<file path="config.mk">
export PLATFORM = sky130hd
export DESIGN_NAME = scanner_line_deframer
export DESIGN_NICKNAME = d
export VERILOG_FILES = /design/src/rtl/sld_pkg.sv /design/src/rtl/sld_ram.sv /design/src/rtl/sld_datapath.sv /design/src/rtl/sld_ctrl.sv /design/src/rtl/scanner_line_deframer.sv
export SDC_FILE = /design/constraint.sdc
export NUM_CORES = 1
export LEC_CHECK = 0
export BUFFER_PORTS_ARGS = -buffer_cell sky130_fd_sc_hd__buf_2
export CAP_MARGIN = 40
export CELL_PAD_IN_SITES_DETAIL_PLACEMENT = 0
export CELL_PAD_IN_SITES_GLOBAL_PLACEMENT = 2
export CORE_ASPECT_RATIO = 1.4
export CORE_MARGIN = 2
export CORE_UTILIZATION = 44
export CTS_BUF_LIST = sky130_fd_sc_hd__clkbuf_8
export DETAILED_ROUTE_END_ITERATION = 12
export PLACE_DENSITY_LB_ADDON = 0.1
export REMOVE_ABC_BUFFERS = 1
export SYNTH_ARGS = -nofsm -noshare
export SYNTH_HDL_FRONTEND = slang
export SYNTH_HIERARCHICAL = 1
export SYNTH_SLANG_ARGS = --single-unit
</file>
<file path="constraint.sdc">
create_clock -name clk -period 3.17 [get_ports clk]
set_input_delay 0.1585 -clock clk [delete_from_list [all_inputs] [get_ports clk]]
set_output_delay 0.1585 -clock clk [all_outputs]
set_load 0.005 [all_outputs]
</file>
<file path="src/rtl/sld_pkg.sv">
// Package for the scanner line deframer: payload types, codes, ID tables,
// controller/datapath interface structs. No dependencies.
package sld_pkg;

  localparam int LINE_DEPTH_DEF = 64;
  localparam int CHAR_W         = 7;
  localparam int CFG_IDX_W      = 2;
  localparam int CFG_DATA_W     = 16;

  localparam logic [CFG_IDX_W-1:0] CFG_ENABLE_1D    = 2'd0;
  localparam logic [CFG_IDX_W-1:0] CFG_ENABLE_2D    = 2'd1;
  localparam logic [CFG_IDX_W-1:0] CFG_IDLE_TIMEOUT = 2'd2;

  localparam logic [15:0] TIMEOUT_RST = 16'd400;

  localparam logic       OP_BYTE = 1'b0;
  localparam logic       OP_TICK = 1'b1;

  localparam logic [7:0] BYTE_STX  = 8'h02;
  localparam logic [7:0] BYTE_NUL  = 8'h00;
  localparam logic [7:0] BYTE_CR   = 8'h0D;
  localparam logic [7:0] BYTE_LF   = 8'h0A;
  localparam logic [7:0] PRINT_LO  = 8'd32;
  localparam logic [7:0] PRINT_HI  = 8'd126;
  localparam logic [2:0] ACK_SKIP_LEN = 3'd5;

  localparam logic [1:0] PH_IDLE    = 2'd0;
  localparam logic [1:0] PH_SAW_STX = 2'd1;
  localparam logic [1:0] PH_SKIP    = 2'd2;

  localparam logic [1:0] SYM_RAW = 2'd0;
  localparam logic [1:0] SYM_1D  = 2'd1;
  localparam logic [1:0] SYM_2D  = 2'd2;

  localparam logic KIND_CHAR  = 1'b0;
  localparam logic KIND_BLOCK = 1'b1;

  typedef struct packed {
    logic       operation;
    logic [7:0] rx_byte;
  } sld_in_t;

  typedef struct packed {
    logic              kind;
    logic [CHAR_W-1:0] code_char;
    logic [1:0]        symbology;
    logic              last;
    logic              truncated;
  } sld_out_t;

  typedef struct packed {
    logic accept;
    logic rd_en;
    logic emit_char;
    logic emit_block;
  } sld_cmd_t;

  typedef struct packed {
    logic eol;
    logic blocked;
    logic at_last;
    logic out_free;
  } sld_status_t;

  // 2D IDs: Q u r
  function automatic logic id_is_2d(input logic [CHAR_W-1:0] c);
    return c == 7'h51 || c == 7'h75 || c == 7'h72;
  endfunction

  // 1D IDs: d c j b i a e D v H m R
  function automatic logic id_is_1d(input logic [CHAR_W-1:0] c);
    return c == 7'h64 || c == 7'h63 || c == 7'h6A || c == 7'h62 ||
           c == 7'h69 || c == 7'h61 || c == 7'h65 || c == 7'h44 ||
           c == 7'h76 || c == 7'h48 || c == 7'h6D || c == 7'h52;
  endfunction

endpackage

</file>
<file path="src/rtl/sld_ram.sv">
// Generic single-write, single-read RAM with registered read data.
// No dependencies.
module sld_ram #(
  parameter int WIDTH = 8,
  parameter int DEPTH = 64
) (
  input  logic                     clk,
  input  logic                     we,
  input  logic [$clog2(DEPTH)-1:0] waddr,
  input  logic [WIDTH-1:0]         wdata,
  input  logic                     re,
  input  logic [$clog2(DEPTH)-1:0] raddr,
  output logic [WIDTH-1:0]         rdata
);

  logic [WIDTH-1:0] mem [DEPTH];
  logic [WIDTH-1:0] rdata_r;

  always_ff @(posedge clk) begin
    if (we) begin
      mem[waddr] <= wdata;
    end
    if (re) begin
      rdata_r <= mem[raddr];
    end
  end

  assign rdata = rdata_r;

endmodule

</file>
<file path="src/rtl/sld_datapath.sv">
// Datapath: config registers, ack-frame filter, line store, idle timer and
// output register. Depends on sld_pkg and sld_ram.
module sld_datapath import sld_pkg::*; #(
  parameter int LINE_DEPTH = LINE_DEPTH_DEF
) (
  input  logic                  clk,
  input  logic                  rst_n,
  input  sld_in_t               in_data,
  input  logic                  cfg_we,
  input  logic [CFG_IDX_W-1:0]  cfg_index,
  input  logic [CFG_DATA_W-1:0] cfg_data,
  input  logic                  out_stall,
  output logic                  out_valid,
  output sld_out_t              out_data,
  input  sld_cmd_t              cmd,
  output sld_status_t           st
);

  localparam int AW = (LINE_DEPTH > 1) ? $clog2(LINE_DEPTH) : 1;
  localparam int LW = $clog2(LINE_DEPTH + 1);

  logic            en1d_r, en1d_nxt;
  logic            en2d_r, en2d_nxt;
  logic [15:0]     tmo_r, tmo_nxt;
  logic [1:0]      phase_r, phase_nxt;
  logic [2:0]      skip_r, skip_nxt;
  logic [LW-1:0]   len_r, len_nxt;
  logic [15:0]     idle_r, idle_nxt;
  logic            ovf_r, ovf_nxt;
  logic [CHAR_W-1:0] first_r, first_nxt;
  logic [1:0]      sym_r, sym_nxt;
  logic [AW-1:0]   rd_idx_r, rd_idx_nxt;
  logic            out_valid_r, out_valid_nxt;
  sld_out_t        out_r, out_nxt;

  logic              ram_we;
  logic [CHAR_W-1:0] ram_rdata;
  logic [15:0]       idle_inc;
  logic [2:0]        skip_dec;
  logic [1:0]        line_sym;
  logic              normal;
  logic              eol;
  logic              out_free;
  logic              at_last;
  logic [7:0]        b;

  assign b = in_data.rx_byte;

  sld_ram #(
    .WIDTH (CHAR_W),
    .DEPTH (LINE_DEPTH)
  ) u_store (
    .clk   (clk),
    .we    (ram_we),
    .waddr (len_r[AW-1:0]),
    .wdata (b[CHAR_W-1:0]),
    .re    (cmd.rd_en),
    .raddr (rd_idx_r),
    .rdata (ram_rdata)
  );

  assign idle_inc = (idle_r == 16'hFFFF) ? idle_r : idle_r + 16'd1;
  assign skip_dec = (skip_r == 3'd0) ? 3'd0 : skip_r - 3'd1;
  assign out_free = !out_valid_r || !out_stall;
  assign at_last  = (LW'(rd_idx_r) + LW'(1)) == len_r;

  always_comb begin
    line_sym = SYM_RAW;
    if (len_r >= LW'(2)) begin
      if (id_is_2d(first_r)) begin
        line_sym = SYM_2D;
      end else if (id_is_1d(first_r)) begin
        line_sym = SYM_1D;
      end
    end
  end

  always_comb begin
    en1d_nxt      = en1d_r;
    en2d_nxt      = en2d_r;
    tmo_nxt       = tmo_r;
    phase_nxt     = phase_r;
    skip_nxt      = skip_r;
    len_nxt       = len_r;
    idle_nxt      = idle_r;
    ovf_nxt       = ovf_r;
    first_nxt     = first_r;
    sym_nxt       = sym_r;
    rd_idx_nxt    = rd_idx_r;
    out_valid_nxt = out_valid_r && out_stall;
    out_nxt       = out_r;
    ram_we        = 1'b0;
    normal        = 1'b0;
    eol           = 1'b0;

    if (cfg_we) begin
      unique case (cfg_index)
        CFG_ENABLE_1D:    en1d_nxt = cfg_data[0];
        CFG_ENABLE_2D:    en2d_nxt = cfg_data[0];
        CFG_IDLE_TIMEOUT: tmo_nxt  = cfg_data;
        default: ;
      endcase
    end

    if (cmd.accept) begin
      if (in_data.operation == OP_TICK) begin
        if (len_r != '0) begin
          if (idle_inc >= tmo_r) begin
            len_nxt  = '0;
            idle_nxt = '0;
            ovf_nxt  = 1'b0;
          end else begin
            idle_nxt = idle_inc;
          end
        end
      end else begin
        if (phase_r == PH_SKIP) begin
          skip_nxt = skip_dec;
          if (skip_dec == 3'd0) begin
            phase_nxt = PH_IDLE;
          end
        end else if (phase_r == PH_SAW_STX && b == BYTE_NUL) begin
          phase_nxt = PH_SKIP;
          skip_nxt  = ACK_SKIP_LEN;
        end else begin
          phase_nxt = PH_IDLE;
          normal    = 1'b1;
        end

        if (normal) begin
          if (b == BYTE_STX) begin
            phase_nxt = PH_SAW_STX;
          end else if (b == BYTE_CR || b == BYTE_LF) begin
            if (len_r != '0) begin
              eol        = 1'b1;
              sym_nxt    = line_sym;
              rd_idx_nxt = (line_sym != SYM_RAW) ? AW'(1) : '0;
            end
          end else if (b >= PRINT_LO && b <= PRINT_HI) begin
            if (len_r < LW'(LINE_DEPTH)) begin
              ram_we  = 1'b1;
              len_nxt = len_r + LW'(1);
              if (len_r == '0) begin
                first_nxt = b[CHAR_W-1:0];
              end
            end else begin
              ovf_nxt = 1'b1;
            end
            idle_nxt = '0;
          end
        end
      end
    end

    if (cmd.emit_char) begin
      out_valid_nxt     = 1'b1;
      out_nxt.kind      = KIND_CHAR;
      out_nxt.code_char = ram_rdata;
      out_nxt.symbology = sym_r;
      out_nxt.last      = at_last;
      out_nxt.truncated = ovf_r;
      rd_idx_nxt        = rd_idx_r + AW'(1);
      if (at_last) begin
        len_nxt  = '0;
        idle_nxt = '0;
        ovf_nxt  = 1'b0;
      end
    end

    if (cmd.emit_block) begin
      out_valid_nxt     = 1'b1;
      out_nxt.kind      = KIND_BLOCK;
      out_nxt.code_char = '0;
      out_nxt.symbology = sym_r;
      out_nxt.last      = 1'b1;
      out_nxt.truncated = ovf_r;
      len_nxt           = '0;
      idle_nxt          = '0;
      ovf_nxt           = 1'b0;
    end
  end

  always_ff @(posedge clk) begin
    if (!rst_n) begin
      en1d_r      <= 1'b1;
      en2d_r      <= 1'b1;
      tmo_r       <= TIMEOUT_RST;
      phase_r     <= PH_IDLE;
      skip_r      <= '0;
      len_r       <= '0;
      idle_r      <= '0;
      ovf_r       <= 1'b0;
      out_valid_r <= 1'b0;
    end else begin
      en1d_r      <= en1d_nxt;
      en2d_r      <= en2d_nxt;
      tmo_r       <= tmo_nxt;
      phase_r     <= phase_nxt;
      skip_r      <= skip_nxt;
      len_r       <= len_nxt;
      idle_r      <= idle_nxt;
      ovf_r       <= ovf_nxt;
      out_valid_r <= out_valid_nxt;
    end
  end

  always_ff @(posedge clk) begin
    first_r  <= first_nxt;
    sym_r    <= sym_nxt;
    rd_idx_r <= rd_idx_nxt;
    out_r    <= out_nxt;
  end

  assign st.eol      = eol;
  assign st.blocked  = (line_sym == SYM_1D && !en1d_r) || (line_sym == SYM_2D && !en2d_r);
  assign st.at_last  = at_last;
  assign st.out_free = out_free;

  assign out_valid = out_valid_r;
  assign out_data  = out_r;

endmodule

</file>
<file path="src/rtl/sld_ctrl.sv">
// Controller FSM: input handshake and line emission sequencing.
// Depends on sld_pkg.
module sld_ctrl import sld_pkg::*; (
  input  logic        clk,
  input  logic        rst_n,
  input  logic        in_valid,
  output logic        in_stall,
  input  sld_status_t st,
  output sld_cmd_t    cmd
);

  localparam logic [1:0] ST_IDLE  = 2'd0;
  localparam logic [1:0] ST_READ  = 2'd1;
  localparam logic [1:0] ST_LOAD  = 2'd2;
  localparam logic [1:0] ST_BLOCK = 2'd3;

  logic [1:0] state_r, state_nxt;

  always_comb begin
    state_nxt = state_r;
    cmd       = '0;
    unique case (state_r)
      ST_IDLE: begin
        cmd.accept = in_valid;
        if (in_valid && st.eol) begin
          state_nxt = st.blocked ? ST_BLOCK : ST_READ;
        end
      end
      ST_READ: begin
        cmd.rd_en = 1'b1;
        state_nxt = ST_LOAD;
      end
      ST_LOAD: begin
        if (st.out_free) begin
          cmd.emit_char = 1'b1;
          state_nxt     = st.at_last ? ST_IDLE : ST_READ;
        end
      end
      ST_BLOCK: begin
        if (st.out_free) begin
          cmd.emit_block = 1'b1;
          state_nxt      = ST_IDLE;
        end
      end
      default: state_nxt = ST_IDLE;
    endcase
  end

  always_ff @(posedge clk) begin
    if (!rst_n) begin
      state_r <= ST_IDLE;
    end else begin
      state_r <= state_nxt;
    end
  end

  assign in_stall = (state_r != ST_IDLE);

endmodule

</file>
<file path="src/rtl/scanner_line_deframer.sv">
// Scanner line deframer top level: controller plus datapath.
// Depends on sld_pkg, sld_ctrl, sld_datapath (and sld_ram below it).
//
//   channel | signals                       | direction
//   in      | in_valid/in_stall, in_data    | bytes and ticks in
//   out     | out_valid/out_stall, out_data | code characters or blocked mark
//   cfg     | cfg_valid/cfg_ready, index    | enable_1d, enable_2d, timeout
//
// A byte or tick is taken when no line is being emitted.
// A finished line is emitted as a store read then an output load for each
// character, or as one blocked mark; input stalls meanwhile.
// out_stall holds the output register and pauses the line walk.
// Reset is synchronous; the line store is not cleared and needs no sweep.
module scanner_line_deframer import sld_pkg::*; #(
  parameter int LINE_DEPTH = LINE_DEPTH_DEF
) (
  input  logic                  clk,
  input  logic                  rst_n,
  input  logic                  in_valid,
  output logic                  in_stall,
  input  sld_in_t               in_data,
  output logic                  out_valid,
  input  logic                  out_stall,
  output sld_out_t              out_data,
  input  logic                  cfg_valid,
  output logic                  cfg_ready,
  input  logic [CFG_IDX_W-1:0]  cfg_index,
  input  logic [CFG_DATA_W-1:0] cfg_data
);

  sld_cmd_t    cmd;
  sld_status_t st;

  assign cfg_ready = 1'b1;

  sld_ctrl u_ctrl (
    .clk      (clk),
    .rst_n    (rst_n),
    .in_valid (in_valid),
    .in_stall (in_stall),
    .st       (st),
    .cmd      (cmd)
  );

  sld_datapath #(
    .LINE_DEPTH (LINE_DEPTH)
  ) u_dp (
    .clk       (clk),
    .rst_n     (rst_n),
    .in_data   (in_data),
    .cfg_we    (cfg_valid && cfg_ready),
    .cfg_index (cfg_index),
    .cfg_data  (cfg_data),
    .out_stall (out_stall),
    .out_valid (out_valid),
    .out_data  (out_data),
    .cmd       (cmd),
    .st        (st)
  );

endmodule

</file>
Word level (Yosys, flattened, before mapping)
Memories as Yosys holds them, arrays and structs flattened. A register that Yosys moved wholly into a read port is not among the register bits.
Index checks and enable logic that the tools add are counted.
{"block": "totals", "register_bits": 77, "mem_bits_rw": 448, "inputBits": 32, "out_inout_bits": 15, "word_cells": 204, "mem_count": 1}
{"memory": "u_dp.u_store.mem", "words": 64, "width": 7, "read_ports": 1, "rd_ports_with_merged_regs": 1, "wr": 1, "line_no": "sld_ram.sv:16", "source": "logic [WIDTH-1:0] mem [DEPTH];"}
{"block": "classes", "add_sub_neg": 5, "order_cmp": 5, "eq_ne": 34, "n_mux": 86, "bitwise_logic": 4, "reduce_logical": 51}
{"operator": "16-bit two-way mux", "n": 11}
{"operator": "7-bit equality test, second input constant", "n": 15}
{"operator": "7-bit two-way mux", "n": 11}
{"operator": "6-bit two-way mux", "n": 7}
{"operator": "1-bit two-way mux", "n": 40}
{"operator": "2-bit two-way mux", "n": 11}
{"operator": "16-bit by 1-bit adder with 16-bit output, second input constant", "n": 1}
{"operator": "16-bit equality test, second input constant", "n": 1}
{"operator": "8-bit by 4-bit equality test with 1-bit output, second input constant", "n": 2}
{"operator": "16-bit >= comparator", "n": 1}
{"operator": "1-bit logical OR", "n": 16}
{"operator": "2-bit nonzero test", "n": 8}
{"operator": "6-bit AND reduction", "n": 2}
{"operator": "2-bit equality test, second input constant", "n": 5}
{"operator": "3-bit two-way mux", "n": 3}
{"operator": "2-bit by 1-bit equality test with 1-bit output, second input constant", "n": 4}
{"operator": "8-bit by 2-bit equality test with 1-bit output, second input constant", "n": 1}
{"operator": "8-bit by 6-bit >= comparator with 1-bit output, second input constant", "n": 1}
{"operator": "8-bit by 7-bit <= comparator with 1-bit output, second input constant", "n": 1}
{"operator": "8-bit zero test", "n": 1}
{"operator": "4-bit two-way mux", "n": 2}
{"operator": "2-bit by 1-bit != test with 1-bit output, second input constant", "n": 4}
{"operator": "2-bit one-hot mux with 4 select lines", "n": 1}
{"operator": "2-bit AND reduction", "n": 4}
{"operator": "other kinds (18)", "n": 32}

Logic depth before layout (Yosys ltp)
Gate-level depths: netlist of the first run.
{"block": "depth", "word_depth": 24, "depth_mapped": 16, "ltp_nobuf": 13}

Cells and area by module
Netlist of the first run, hierarchy kept.
{"module": "sld_ram", "n_inst": 1, "cells_per_inst": 859, "area_per_inst_um2": 17768.3, "seq_area_each_um2": 13663.1}
{"module": "sld_datapath", "n_inst": 1, "cells_per_inst": 500, "area_per_inst_um2": 4302.9, "seq_area_each_um2": 1681.6}
{"module": "sld_ctrl", "n_inst": 1, "cells_per_inst": 15, "area_per_inst_um2": 131.4, "seq_area_each_um2": 40.0}
{"module": "scanner_line_deframer", "n_inst": 1, "cells_per_inst": 2, "area_per_inst_um2": 11.3, "seq_area_each_um2": 0.0}

Worst setup path before layout of the first run
Ideal clock, no wire load.
{"block": "synth_path", "path_type": "reg2reg", "start": "reg u_dp.idle_r[0]", "end": "reg u_dp.idle_r[10]", "setup_time_ns": 0.138, "arrival_ns": 3.069, "required_time_ns": 3.032, "setup_slack_ns": -0.036, "stages_incl_launch_ff": 16, "path_buffers": 2, "synth_period_minus_slack_ns": 3.206, "path_cell_list": "dfxtp_1 ha_1 nand3_1 nor2_4 and3_1 clkbuf_1 nor3_1 xor2_1 ha_1 nand2_1 nor3_1 nand3b_1 and4b_1 buf_2 o211ai_1 nor2_1"}
{"block": "synth_between", "elab_chain_len": 9, "word_cells_on_any_way": 10, "cone_classes": "1 x add/sub; 1 x order compare; 1 x eq/ne; 7 x mux"}
{"element": "start, declared", "line_no": "sld_datapath.sv:28", "source": "logic [15:0] idle_r, idle_nxt;"}
{"element": "start signal, assigned", "line_no": "sld_datapath.sv:201", "source": "idle_r <= idle_nxt;"}
{"element": "16-bit by 1-bit adder with 16-bit output or 16-bit equality test (tied branches)", "line_no": "sld_datapath.sv:62", "source": "assign idle_inc = (idle_r == 16'hFFFF) ? idle_r : idle_r + 16'd1;"}
{"element": "16-bit two-way mux *", "line_no": "sld_datapath.sv:62"}
{"element": "16-bit >= comparator", "line_no": "sld_datapath.sv:108", "source": "if (idle_inc >= tmo_r) begin"}
{"element": "16-bit two-way mux *", "line_no": "sld_datapath.sv:108"}
{"element": "16-bit two-way mux *", "line_no": "sld_datapath.sv:107", "source": "if (len_r != '0) begin"}
{"element": "16-bit two-way mux *", "line_no": "sld_datapath.sv:106", "source": "if (in_data.operation == OP_TICK) begin"}
{"element": "16-bit two-way mux *", "line_no": "sld_datapath.sv:105", "source": "if (cmd.accept) begin"}
{"element": "16-bit two-way mux", "line_no": "sld_datapath.sv:163", "source": "if (at_last) begin"}
{"element": "16-bit two-way mux *", "line_no": "sld_datapath.sv:155", "source": "if (cmd.emit_char) begin"}
Every way passes the cells marked *; elsewhere a longest branch is shown, timed or not.
A chain may end at the register's enable or synchronous reset.

Worst setup path after layout of the first run
{"block": "layout_path", "start": "reg u_dp.idle_r[1]", "end": "reg u_dp.idle_r[8]"}
The elaborated chain is that of the path after synthesis.

==> metrics.md, run 1 <==
| Metric | Value |
|---|---|
| Ys flop type | `edfxtp_1` |
| Post-route setup TNS | `0 ps` |
| Final Max Tran Viols | `0` |
| Layout fillers | `4252` |
| Initial Util | `approximately 44%` |
| Core Region | `about 50000 µm²` |
| Worst setup EP type | `flip-flop` |
| CP Max Fanout | `5` |
| CP Cell Sequence | `buf_6 > and4_4 > nand4_1 > or2_1 > xnor2_1 > nand2_1 > ha_4 > nand4_1 > nor3_2 > nand3b_1 > and4b_2 > o211ai_1 > buf_4 > buf_6 > buf_8 > nor2_2` |
| DIE WIDTH | `between 150 and 200 µm` |
| Highest Signal Layer | `met4` |
| Initial antenna violation count | `2` |
| Final Power | `about 0.013 W` |
| Final worst slack | `69.26 ps` |
| Flops & latches, synth | `around 530` |
| Synth area leaders | `edfxtp_1 (64%), mux4_2 (11%), dfxtp_1 (5.3%)` |
| Top cell family by delay on the critical path | `simple AND/OR/NAND/NOR gates` |
| Place WS | `-202.0 ps` |
| GRT Util Overall | `21.48%` |
| Clk Latency, worst-skew pair | `680 ps` |
| Post-synth cell types | `75` |
| Final ANT Viol Nets | `0` |
| Top Ports | `47` |
| Area growth syn-to-layout | `17.61%` |
| Setup Skew | `between 20 and 30 ps` |
| CTS max path bufs | `3` |
| Final hold violations | `0` |
| CP Launch Type | `flip-flop` |
| Worst hold path class | `primary input to flip-flop` |
| Ys Warns | `6` |
| Vias | `around 13000` |
| Port Buffers | `45` |
| Final wirelength | `around 56000 µm` |
| Slew @ Worst Pin | `847.9 ps` |
| Yosys top cell by area | `edfxtp_1` |
| Slowest library cell on the worst path | `dfxtp_2` |
| Share of layout cells above drive strength 1 | `27.01%` |
| Max_cap viols | `0` |
| Pwr Density | `506.9 nW/µm²` |
| Vias in the first global route | `~13000` |
| Part of the Yosys area used for sequential elements | `69.26%` |
| Outcome | `finished clean` |
| Crit path required time | `3720 ps` |
| WP buf/inv | `4` |
| Fin crit share | `97.82%` |
| Iteration-0 DRC Markers | `~670` |
| Clk root buf | `clkbuf_8` |
| WL/cell | `between 20 and 25 µm` |
| Slew headroom | `about 43%` |
| Post-DP HPWL | `35940 µm` |
| Syn_area_per_cell | `16.14 µm²` |
| Met2 wire len | `30630 µm` |
| CP Class | `flip-flop to flip-flop` |
| Post-layout min period | `3101 ps` |
| RePlAce Congestion | `0.7905` |
| Worst EP arrival | `~3700 ps` |
| H-Tree Level Count | `3` |
| Clock transition at path regs | `60 ps` |
| P_leak | `8.705 nW` |
| CTS Buf Count | `84` |
| Die Y | `269.9 µm` |
| Fmax | `322.5 MHz` |
| Drt drc | `0` |
| EDFF count, synth | `473` |
| Sink Count | `between 500 and 600` |
| Final Setup Violations | `0` |
| CP peak stage delay | `~360 ps` |
| Synth top area share | `63.94%` |
| CTS tree | `done` |
| Row cnt | `97` |
| Drt via density | `between 5 and 6` |
| Gr ovfl total | `0` |
| Syn Std Cell Area | `approximately 22000 µm²` |
| First-pass GRT wire length | `82520 µm` |
| DRT met1 WL | `20720 µm` |
| First-pass DRT Iterations | `5` |
| Post-synth ARST share | `0%` |
| RSZ-0062 raised after global routing | `yes` |
| Nets | `1678` |
| Mapped Cells | `1376` |
| Worst IR Drop VDD | `0.3011 mV` |
| DIE AREA | `52320 µm²` |
| Met3 WL | `2255 µm` |
| Largest net degree at the start of global routing | `70` |
where the power goes:
part	switching [W]	leakage (nW)	total (W)	internal, W
clock	0.00270	0.863	0.00531	0.00261
sequential	0.0000106	4.73	0.00765	0.00764
combinational	0.000189	3.11	0.000282	0.0000938
worst min-delay path, stage by stage:
cell     delay [ps]
buf_2           100
nor4_1           70
nand2_1         110
nor4_1           60
mux2i_1         120
nor2b_1          50
cell usage in the layout, fill, tap and decap left out, types with 13 or more instances in the layout:
| cell | netlist | routed |
|---|---|---|
| nor2_1 | 134 | 127 |
| clkinv_1 | 0 | 27 |
| a21boi_0 | 14 | 14 |
| edfxtp_1 | 473 | 473 |
| buf_2 | 16 | 45 |
| clkbuf_8 | 0 | 85 |
| dlygate4sd3_1 | 0 | 43 |
| nand2b_1 | 34 | 34 |
| ha_1 | 23 | 21 |
| nand3_1 | 38 | 35 |
| nand2_1 | 94 | 94 |
| mux2i_1 | 24 | 24 |
| buf_4 | 11 | 128 |
| xnor2_1 | 17 | 17 |
| a21oi_1 | 29 | 27 |
| mux4_2 | 106 | 106 |
| dfxtp_1 | 59 | 57 |
| nor2b_1 | 21 | 20 |
| o211ai_1 | 15 | 15 |
| inv_1 | 29 | 51 |
| clkinv_2 | 0 | 13 |
worst paths after layout:
kind,cells after the start,startpoint,slack [ps],end
max,16,u_dp/idle_r[1],70,u_dp/idle_r[8]
min,6,in_data[4],70,u_dp/phase_r[1]
max reg2reg,16,u_dp/idle_r[1],70,u_dp/idle_r[8]
min reg2reg,2,u_dp/tmo_r[10],460,u_dp/tmo_r[10]
per-layer routing:
| layer | global-route usage (%) | vias to the layer above |
|---|---|---|
| met4 | 9.051 | 0 |
| met5 | 0 | - |
| li1 | - | 5873 |
| met3 | 3.084 | 93 |
| met2 | 40.35 | 277 |
| met1 | 24.23 | 6458 |
cell families after synthesis:
kind of cell             after synthesis  share of synthesized area [%]
AND/OR/NAND/NOR                      403                          8.877
flip-flops                           532                          69.26
multiplexers                         143                          12.49
AO/OA/AOI/OAI                        146                          4.568
XOR/XNOR                              31                          1.346
buffers and inverters                 97                          2.152
adder cells (fa/ha/maj)               23                          1.296
other                                  1                        0.01688
state kept, by name (all words and copies together), names as in the netlist:
register	cells
u_dp/first_r	7
u_dp/ovf_r	1
u_ctrl/state_r	2
u_dp/out_data	12
u_dp/sym_r	2
u_dp/phase_r	2
u_dp/skip_r	3
u_dp/en2d_r	1
u_dp/tmo_r	16
u_dp/out_valid	1
u_dp/u_store/mem	448
u_dp/rd_idx_r	6
u_dp/en1d_r	1
u_dp/len_r	7
u_dp/idle_r	16
u_dp/u_store/rdata	7
layout make-up:
cell class                 count  area [µm²]  area share, %
sequential                   532       15390          58.90
multi-input combinational    747        6487          24.83
timing repair buffer         229        1819          6.964
clock buffer                  85        1170          4.478
tap                          643       804.5          3.079
clock inverter                70       345.3          1.322
inverter                      29       108.9         0.4167
antenna                        1       2.502       0.009579
synth_stat cells, types with 7 or more instances:
| library cell | number |
|---|---|
| a211oi_1 | 12 |
| a21boi_0 | 14 |
| a21oi_1 | 29 |
| buf_2 | 16 |
| buf_4 | 11 |
| buf_6 | 7 |
| clkbuf_1 | 31 |
| dfxtp_1 | 59 |
| edfxtp_1 | 473 |
| ha_1 | 23 |
| inv_1 | 29 |
| mux2_2 | 12 |
| mux2i_1 | 24 |
| mux4_2 | 106 |
| nand2_1 | 94 |
| nand2b_1 | 34 |
| nand3_1 | 38 |
| nand3b_1 | 7 |
| nand4_1 | 10 |
| nor2_1 | 134 |
| nor2b_1 | 21 |
| nor3_1 | 16 |
| nor4_1 | 8 |
| o211ai_1 | 15 |
| o21ai_0 | 10 |
| o21ai_1 | 8 |
| o221ai_1 | 10 |
| o22ai_1 | 10 |
| xnor2_1 | 17 |
| xor2_1 | 12 |
timing repair:
item,in CTS,in global routing
gates resized for setup,6,42
hold endpoints to repair,39,0
setup buffers,1,9
setup endpoints to repair,23,199
gates cloned,0,1
pin swaps,2,25
hold buffers,43,0
stage by stage:
step / hold WS, ps / cells / instance area (µm²) / util (%)
finish: 71.47 / 2336 / 26130 / 52.25
global route: 109.1 / 2336 / 26130 / 52.25
CTS: 7.674 / 2325 / 25900 / 51.79
detailed placement: 394.1 / 2126 / 23930 / 47.85
global placement: 386.3 / 2126 / 23930 / 47.85
floorplan: 220.4 / 1308 / 21840 / -
No activity file was read; power rests on OpenSTA's default activity.
==> run 2, diff against run 1 <==
ABC_AREA = 1   (was default)
CORE_UTILIZATION = 39   (was 44)
SYNTH_HIERARCHICAL = default   (was 1)
==> run 2 against run 1 <==
  * Worst setup slack better by 110 ps
  * Register-to-register slack better by 220 ps
  * Critical path depth fell by 4
  * Sequential share of layout area fell by 1.6 points
  * Via count rose by 30%
  * Core utilization down 6.5 points
  * Clock skew is 4.6 ps lower
  * Wire length grew 24%
  * Clock power increased by 2%
  * Area after synthesis grew 4.0%
  * Flip-flop and latch count unchanged
  * Largest power group unchanged
==> metrics.md, run 2 <==
| Metric | Value |
|---|---|
| Pwr Density | `547.5 nW/µm² (was 506.9 nW/µm²)` |
| Largest net degree at the start of global routing | `80 (was 70)` |
| Regs by FF count | `u_dp.u_store.mem x448, u_dp.idle_r x16, u_dp.tmo_r x16 (was u_dp/u_store/mem x448, u_dp/idle_r x16, u_dp/tmo_r x16)` |
| Post-synth ARST share | `0% (unchanged)` |
| Mux contribution to synthesized area | `0.3034% (was 12.49%)` |
| CTS Buf Count | `84 (unchanged)` |
| Fmax | `334.8 MHz (was 322.5 MHz)` |
| Crit path required time | `3480 ps (was 3720 ps)` |
| Synth Area in Adders | `1.246% (was 1.295%)` |
| DIE AREA | `61210 µm² (was 52320 µm²)` |
| Worst EP arrival | `3300 ps (was 3650 ps)` |
| Largest family of logic cells by synthesized area | `simple AND/OR/NAND/NOR gates (was multiplexers)` |
| Area growth syn-to-layout | `16.17% (was 17.61%)` |
| Final ANT Viol Nets | `0 (unchanged)` |
| CP Max Fanout | `10 (was 5)` |
| Final hold violations | `0 (unchanged)` |
| H-Tree Level Count | `3 (unchanged)` |
| Vias in the first global route | `16682 (was 13473)` |
| Post-DP HPWL | `45120 µm (was 35940 µm)` |
| Nets | `2437 (was 1678)` |
| Iteration-0 DRC Markers | `859 (was 668)` |
| CP Cell Sequence | `dlygate4sd3_1 > buf_2 > nor2_1 > nand3_1 > nor2_1 > nor2_2 > nand3_2 > nor2_4 > inv_2 > nor2_4 > nand3_2 > nor2_1 (was buf_6 > and4_4 > nand4_1 > or2_1 > xnor2_1 > nand2_1 > ha_4 > nand4_1 > nor3_2 > nand3b_1 > and4b_2 > o211ai_1 > buf_4 > buf_6 > buf_8 > nor2_2)` |
| Place WS | `-100.9 ps (was -202.0 ps)` |
| GRT Util Overall | `22.70% (was 21.48%)` |
| Gr ovfl total | `0 (unchanged)` |
| Outcome | `finished clean (unchanged)` |
| Drt via density | `5.176 (was 5.437)` |
| Core Region | `58590 µm² (was 50000 µm²)` |
| EDFF count, synth | `473 (unchanged)` |
| RR Endpoint | `u_dp.idle_r[0] (was u_dp/idle_r[8])` |
| P_leak | `9.992 nW (was 8.705 nW)` |
| Final Setup Violations | `0 (unchanged)` |
| CP Launch Type | `primary input (was flip-flop)` |
| Synth top area share | `61.50% (was 63.94%)` |
| Ys flop type | `edfxtp_1 (unchanged)` |
| Initial antenna violation count | `3 (was 2)` |
| Max_cap viols | `0 (unchanged)` |
| Fin crit share | `94.23% (was 97.82%)` |
| R2R cell count | `19 (was 16)` |
| Flops & latches, synth | `532 (unchanged)` |
| Post-layout min period | `2987 ps (was 3101 ps)` |
| Sink Count | `532 (unchanged)` |
| Slew headroom | `44.52% (was 43.47%)` |
| Mapped Cells | `2189 (was 1376)` |
| Final worst slack | `183.0 ps (was 69.26 ps)` |
| Worst setup EP type | `flip-flop (unchanged)` |
| Row cnt | `105 (was 97)` |
| Top cells by count, synth | `edfxtp_1 (473), nand2_1 (459), nor2_1 (324) (was edfxtp_1 (473), nor2_1 (134), mux4_2 (106))` |
| Largest Register | `u_dp.u_store.mem (was u_dp/u_store/mem)` |
| Top Ports | `47 (unchanged)` |
| Vias | `16502 (was 12701)` |
| CP peak stage delay | `690 ps (was 360 ps)` |
| Ys Warns | `0 (was 6)` |
| RePlAce Congestion | `0.8323 (was 0.7905)` |
| First-pass DRT Iterations | `5 (unchanged)` |
| Synth Area in Compound Gates | `11.26% (was 4.568%)` |
| First-pass GRT wire length | `102900 µm (was 82520 µm)` |
| CP Class | `primary input to flip-flop (was flip-flop to flip-flop)` |
| Final wirelength | `68610 µm (was 55510 µm)` |
| Die Y | `291.9 µm (was 269.9 µm)` |
| Crit path from | `in_data[3] (was u_dp/idle_r[1])` |
| Worst hold path class | `primary input to flip-flop (unchanged)` |
| Largest register FFs | `448 (unchanged)` |
| CTS max path bufs | `3 (unchanged)` |
| Drt drc | `0 (unchanged)` |
| Most frequent cells in the layout | `edfxtp_1 (473), nand2_1 (456), nor2_1 (319) (was edfxtp_1 (473), buf_4 (128), nor2_1 (127))` |
| Crit path to | `u_dp.u_store.mem[6][0] (was u_dp/idle_r[8])` |
| Slew @ Worst Pin | `829.2 ps (was 847.9 ps)` |
| FF-to-FF setup slack | `290 ps (was 70 ps)` |
| Worst IR Drop VDD | `0.2892 mV (was 0.3011 mV)` |
| DIE WIDTH | `209.7 µm (was 193.9 µm)` |
| Post-synth cell types | `42 (was 75)` |
| Post-route setup TNS | `0 ps (unchanged)` |
| Setup Skew | `23.57 ps (was 28.13 ps)` |
| Slowest library cell on the worst path | `nor2_1 (was dfxtp_2)` |
| Yosys top cell by area | `edfxtp_1 (unchanged)` |
| Clock transition at path regs | `60 ps (about the same)` |
| Clk root buf | `clkbuf_8 (unchanged)` |
| Syn Std Cell Area | `23090 µm² (was 22210 µm²)` |
| Most frequent cell after synthesis | `edfxtp_1 (unchanged)` |
| Most common cell after layout, fill and taps aside | `edfxtp_1 (unchanged)` |
| Syn_area_per_cell | `10.55 µm² (was 16.14 µm²)` |
| Final Power | `0.01469 W (was 0.01324 W)` |
| Synth Area in Simple Gates | `16.36% (was 8.877%)` |
| Port Buffers | `45 (unchanged)` |
| Share of layout cells above drive strength 1 | `13.21% (was 27.01%)` |
| Part of the Yosys area used for sequential elements | `66.62% (was 69.26%)` |
| WL/cell | `21.52 µm (was 23.76 µm)` |
| CTS tree | `done (unchanged)` |
| Xor/xnor share of the synthesized area | `0.1517% (was 1.346%)` |
| Synth area leaders | `edfxtp_1 (62%), nand2_1 (7.5%), nor2_1 (5.3%) (was edfxtp_1 (64%), mux4_2 (11%), dfxtp_1 (5.3%))` |
| Clk Latency, worst-skew pair | `680 ps (about the same)` |
| Final Max Tran Viols | `0 (unchanged)` |
| Worst flop-to-flop path startpoint | `u_dp.idle_r[0] (was u_dp/idle_r[1])` |
| Initial Util | `39.41% (was 44.42%)` |
| Crit path top cell by count | `nor2_1` |
-- run 2: changes by cell type after synthesis, sizes merged, moves of 24 or more --
cell	change
nor2	+201
nand2b	-34
a21boi	+36
mux4	-106
clkbuf	+24
a21oi	+89
inv	+86
o22ai	+46
o21ai	+206
nand2	+367
nand3	+61
-- run 2: worst min-delay path by stage --
stage / start / to / slack [ps] / depth (start not counted)
3_5_place_dp: cfg_data[8] / u_dp.tmo_r[8] / 380 / 3
3_3_place_gp: cfg_data[8] / u_dp.tmo_r[8] / 380 / 3
2_1_floorplan: rst_n / u_dp.tmo_r[4] / 260 / 1
5_1_grt: in_data[2] / u_dp.u_store.mem[8][2] / 30 / 2
4_1_cts: in_data[7] / u_dp.len_r[6] / 6 / 7
6_report: in_data[7] / u_dp.len_r[6] / 40 / 7
-- run 2: cells by family (layout without fill, tap and decap cells) --
| group | after synthesis | count (layout) |
|---|---|---|
| compound gates | 468 | 468 |
| xor+xnor | 4 | 4 |
| fa+ha+maj | 23 | 23 |
| buf+inv | 226 | 474 |
| flops | 532 | 532 |
| mux | 7 | 7 |
| other cells | 1 | 3 |
| simple gates | 928 | 928 |
-- run 2: per-layer routing --
layer | GRT usage [%] | share of wire [%] | vias up
met5 | 0 | 0 | -
met1 | 26.15 | 39 | 7998
met3 | 3.409 | 3.9 | 115
li1 | - | - | 8007
met4 | 9.376 | 3.6 | 0
met2 | 41.85 | 53 | 382
-- run 2: power breakdown --
part	switching, W	internal (W)	leakage, nW	total (W)
registers	0.0000833	0.00775	4.74	0.00783
logic	0.000959	0.000471	4.40	0.00143
clock network	0.00272	0.00271	0.854	0.00543
total	0.00376	0.0109	9.99	0.0147
-- run 2: per-stage QoR --
stage          hold slack, ps  cell area, µm²  instances  utilization [%]
2_1_floorplan           257.1           22600       2081                -
3_3_place_gp            382.8           24800       2999            42.33
3_5_place_dp            381.7           24830       3002            42.38
4_1_cts                 5.993           26760       3186            45.68
5_1_grt                 27.78           26830       3188            45.79
6_report                39.53           26830       3188            45.79
-- run 2: critical path: cells and delay by family --
family | cells | cell delay, ps
AND/OR/NAND/NOR | 9 | 2210
buffers and inverters | 3 | 900
-- run 2: final cells by class --
| cell class | instances | area (µm²) |
|---|---|---|
| fill | 5590 | 31760 |
| sequential | 532 | 15380 |
| multi-input combinational | 1431 | 6839 |
| timing repair buffer | 215 | 1717 |
| clock buffer | 87 | 1197 |
| tap | 749 | 937.1 |
| inverter | 118 | 447.9 |
| clock inverter | 54 | 301.5 |
| antenna | 2 | 5.005 |
-- run 2: what timing repair did --
action | 4_1_cts | 5_1_grt
hold buffers | 43 | 0
hold endpoints to repair | 40 | 0
resized for setup | 2 | 16
pin swaps | 0 | 1
buffers inserted | 0 | 0
endpoints found under the setup margin | 5 | 32
